[src/rtl/stc_pkg.sv]
// Shared types, codes and constants of the self-organizing map block.
// No dependencies; every other file of the block but stc_ram imports it.
package stc_pkg;

    localparam int MAP_SIZE_DEF   = 16;
    localparam int DIMENSIONS_DEF = 64;

    localparam int VAL_W   = 17;
    localparam int DIST_W  = 39;
    localparam int DIV_W   = 33;
    localparam int STEP_W  = 16;
    localparam int CFG_IDX_W = 1;

    localparam logic [VAL_W-1:0]  ONE_Q16  = 17'd65536;
    localparam logic [DIST_W-1:0] DIST_MAX = {DIST_W{1'b1}};

    // Action codes of an input item; the last code is unused and ignored.
    localparam logic [1:0] ACT_WRITE    = 2'd0;
    localparam logic [1:0] ACT_TRAIN    = 2'd1;
    localparam logic [1:0] ACT_CLASSIFY = 2'd2;
    localparam logic [1:0] ACT_UNUSED   = 2'd3;

    // Configuration register indexes.
    localparam logic [CFG_IDX_W-1:0] REG_STEPS_TOTAL = 1'd0;
    localparam logic [CFG_IDX_W-1:0] REG_LEARN_RATE  = 1'd1;

    localparam logic [STEP_W-1:0] STEPS_TOTAL_RST = 16'd1000;
    localparam logic [VAL_W-1:0]  LEARN_RATE_RST  = 17'd32768;

    typedef struct packed {
        logic [1:0]       action;
        logic [3:0]       row;
        logic [3:0]       col;
        logic [5:0]       dim;
        logic [VAL_W-1:0] value;
        logic             last;
    } t_item;

    typedef struct packed {
        logic [3:0]        bmu_row;
        logic [3:0]        bmu_col;
        logic [DIST_W-1:0] best_distance;
        logic              updated;
    } t_result;

    // Decoded command passed from the front end to the engine.
    typedef struct packed {
        logic             is_weight;
        logic             store;
        logic             search;
        logic             train;
        logic [3:0]       row;
        logic [3:0]       col;
        logic [5:0]       dim;
        logic [VAL_W-1:0] value;
    } t_cmd;

endpackage

[src/rtl/stc_front.sv]
// Front end: accepts requests, decodes them into commands and queues them.
// Depends on stc_pkg.
module stc_front #(
    parameter int MAP_SIZE   = 16,
    parameter int DIMENSIONS = 64
) (
    input  logic           i_clk,
    input  logic           i_rst_n,
    input  logic           start,
    output logic           busy,
    input  stc_pkg::t_item i_item,
    output logic           o_q_valid,
    output stc_pkg::t_cmd  o_q_cmd,
    input  logic           i_q_pop
);
    import stc_pkg::*;

    t_cmd       cmd;
    logic       keep;
    logic       push;
    logic       row_ok, col_ok, dim_ok;
    t_cmd       r_q [2];
    logic       r_wp, r_rp;
    logic [1:0] r_cnt;

    // Decode the request and clamp its value to one.
    always_comb begin
        row_ok = 32'(i_item.row) < MAP_SIZE;
        col_ok = 32'(i_item.col) < MAP_SIZE;
        dim_ok = 32'(i_item.dim) < DIMENSIONS;
        cmd.row   = i_item.row;
        cmd.col   = i_item.col;
        cmd.dim   = i_item.dim;
        cmd.value = (i_item.value > ONE_Q16) ? ONE_Q16 : i_item.value;
        cmd.is_weight = 1'b0;
        cmd.store  = 1'b0;
        cmd.search = 1'b0;
        cmd.train  = 1'b0;
        keep = 1'b0;
        unique case (i_item.action)
            ACT_WRITE: begin
                cmd.is_weight = 1'b1;
                keep = row_ok && col_ok && dim_ok;
            end
            ACT_TRAIN, ACT_CLASSIFY: begin
                cmd.store  = dim_ok;
                cmd.search = i_item.last;
                cmd.train  = (i_item.action == ACT_TRAIN);
                keep = dim_ok || i_item.last;
            end
            default: keep = 1'b0;
        endcase
    end

    assign busy = (r_cnt == 2'd2);
    assign push = start && !busy && keep;

    // Two-entry command queue.
    always_ff @(posedge i_clk) begin
        if (!i_rst_n) begin
            r_wp  <= 1'b0;
            r_rp  <= 1'b0;
            r_cnt <= 2'd0;
        end else begin
            if (push) begin
                r_wp <= !r_wp;
            end
            if (i_q_pop) begin
                r_rp <= !r_rp;
            end
            r_cnt <= r_cnt + 2'(push) - 2'(i_q_pop);
        end
    end

    always_ff @(posedge i_clk) begin
        if (push) begin
            r_q[r_wp] <= cmd;
        end
    end

    assign o_q_valid = (r_cnt != 2'd0);
    assign o_q_cmd   = r_q[r_rp];
endmodule

[config.mk]
export PLATFORM = sky130hd
export DESIGN_NAME = stc_front
export DESIGN_NICKNAME = d
export VERILOG_FILES = /design/src/rtl/stc_pkg.sv /design/src/rtl/stc_front.sv
export SDC_FILE = /design/constraint.sdc
export NUM_CORES = 1
export LEC_CHECK = 0
export BUFFER_PORTS_ARGS = -buffer_cell sky130_fd_sc_hd__buf_2
export CAP_MARGIN = 30
export CORE_UTILIZATION = 40
export DETAILED_ROUTE_END_ITERATION = 10
export PLACE_DENSITY = 0.69
export SYNTH_ARGS = -nofsm -noshare
export SYNTH_HDL_FRONTEND = slang
export SYNTH_SLANG_ARGS = --single-unit
export TNS_END_PERCENT = 10
[constraint.sdc]
create_clock -name i_clk -period 2.25 [get_ports i_clk]
set_input_delay 0.225 -clock i_clk [delete_from_list [all_inputs] [get_ports i_clk]]
set_output_delay 0.225 -clock i_clk [all_outputs]
set_load 0.1 [all_outputs]
==> run metrics <==
DP Worst Slack=0.553 ns; total number of vias=1,615; synthesized area per cell=18.1 um^2; area share of the largest cell type after synthesis=0.697; PwrDens=1090 nW/um^2; CP startpoint kind=register; slowest cell on the critical path=dfxtp_2; number of fill cells in the layout=649; GRT Util Overall=0.132; total wire length=4990 um; Post-synth EDFFs=70; max incr delay on CP=0.60 ns; CTS Buffer Depth=2; Slew headroom=0.670; Vias/cell=4.55; measured slew at the worst slew-check pin=0.498 ns; first-pass GRT wire length=7310 um; maximum VDD drop=0.532 mV; Starting DRT DRC Count=46; Power, Total=0.00414 W; Core Region=7250 um^2; post-CTS sizing=0; Slew Viols, Final=0; ys async rst share=0; drt wl/cell=14.1 um; arrival time of the worst setup path=1.83 ns; synthesized net count=210; Post-Place Cells=339; RSZ-0062 raised after global routing=false; PortBufs=74; most frequent cell after synthesis=edfxtp_1; clk sinks=75; grt total ovfl=0; Synth cell types=23; setup TNS=0 ns; H-tree levels=3; Die H=88.8 um; CTS tree=done; # rows=31; synthesized cell area=3020 um^2; minimum clock period=2.05 ns; Layout Nets=294; Syn Inst Count=167; antenna cells=0; Worst-path clk slew=0.08 ns; initial antenna violation count=0; status=finished, final reports clean; CTS Buf Count=9; commonest cells in the netlist=edfxtp_1, mux2_2, nor2b_1; IO Pins=75; register area share after synthesis=0.730; crit-path cells=buf_12 -> mux2_2 -> buf_2; kind of critical path=register to output port; Highest Signal Layer=met4; met1 wire length=2160 um; GP Congestion=0.700; reg2reg setup slack=0.87 ns; WL met2=2530 um; Die Wd=88.8 um; commonest register cell after synthesis=edfxtp_1; yosys warns=0; main area contributors after synthesis=edfxtp_1, mux2_2, dfxtp_1, nor2b_1, ha_1; metal3 WL=251 um; setup repair bufs after CTS=0; Die ar.=7890 um^2; share of cells above drive strength 1=0.535; Tcrit/Tclk final=0.912; Worst-Skew Late Latency=0.33 ns; crit end category=output port; final count of hold timing violations=0; skew final=0.00720 ns; final setup margin=0.198 ns; FMAX=487 MHz; Syn-to-layout area delta=26.3%; drt first pass iters=4; P_leak=1.46 nW; vias in the first global route=1,574; Hold WC Path Type=input pin to register; detailed-placement wirelength estimate=3420 um; post-route insts no fill=355; starting density of the core=0.416; Data required, critical path=2.03 ns; Crit Path Max Fanout=20; Final setup viols=0; antenna-violating nets left=0; clk root buf=clkbuf_8; largest net degree at the start of global routing=36; hold_buf cts=0; biggest area consumer among synthesized cells=edfxtp_1; Max Cap Viol=0; FF+latch count, synth=75; drt drc=0
==> flip-flops by register name (all words and copies together), names as in the netlist, named ones only <==
register  count
r_rp          1
r_wp          1
r_q          70
r_cnt         2
==> worst paths after layout <==
| check | from | to | cells past startpoint |
|---|---|---|---|
| worst max-delay path | register | o_q_cmd[11] | 3 |
| worst min-delay path | i_item[26] | r_q[0][25] | 1 |
| worst max register to register | r_cnt[0] | r_cnt[1] | 6 |
| worst min register to register | r_cnt[1] | r_cnt[1] | 2 |
==> kinds of logic after synthesis <==
logic type                 Yosys count  synth area share
xor gates and xnor gates             2           0.00581
buffers and inverters               14            0.0191
adders and majority gates            5            0.0207
muxes                               35             0.131
AOI/OAI and AO/OA                    3            0.0133
DFF                                 75             0.730
and+or+nand+nor                     33            0.0801
==> final cells by class <==
cell class / instances / area (um^2) / share of cell area
flip-flops and latches: 75 / 2200 / 0.579
multi-input cells: 78 / 757 / 0.199
repair buffers: 78 / 425 / 0.112
clock inverters: 6 / 138 / 0.0361
clock buffers: 10 / 128 / 0.0335
well taps: 99 / 124 / 0.0325
inverters: 9 / 33.8 / 0.00887
==> critical path, delay by kind of cell, from the launching register on <==
kind,cells,cell delay [ns]
mux,1,0.36
flops,1,0.60
buf+inv,2,0.51
==> placed cells by master (no fill, tap or decap) <==
cell / instances
buf_2: 74
edfxtp_1: 70
mux2_2: 35
nor2b_1: 16
inv_1: 9
clkbuf_8: 9
ha_1: 5
and2_1: 4
bufinv_16: 4
dfxtp_1: 4
nor2_1: 3
nor4_4: 2
nor4_2: 2
clkinv_4: 2
buf_4: 2
buf_12: 2
nand2b_1: 1
a41oi_4: 1
nor2b_2: 1
nand3_1: 1
or2_2: 1
xnor2_1: 1
and3_2: 1
a21o_1: 1
a21oi_1: 1
xor2_1: 1
nor3_1: 1
dfxtp_2: 1
clkbuf_1: 1
==> metal layers <==
metal	track usage	up-vias
met5	0	-
met1	0.154	766
met3	0.0299	6
li1	-	791
met4	0.0748	0
met2	0.225	52
==> through the flow <==
| stage | utilization | hold WS [ns] | area (um^2) |
|---|---|---|---|
| finish | 0.525 | 0.0768 | 3810 |
| global route | 0.525 | 0.0621 | 3810 |
| CTS | 0.525 | 0.0571 | 3810 |
| detailed placement | 0.489 | 0.420 | 3540 |
| global placement | 0.489 | 0.413 | 3540 |
| floorplan | - | 0.324 | 3020 |
==> power by group <==
group / total [W] / internal, W / leakage (nW) / switching (W)
Combinational: 0.00112 / 0.000225 / 0.634 / 0.000891
Clock: 0.00133 / 0.000853 / 0.131 / 0.000474
Sequential: 0.00170 / 0.00166 / 0.695 / 0.0000401
Total: 0.00414 / 0.00274 / 1.46 / 0.00141
No activity file was read; power rests on OpenSTA's default activity.
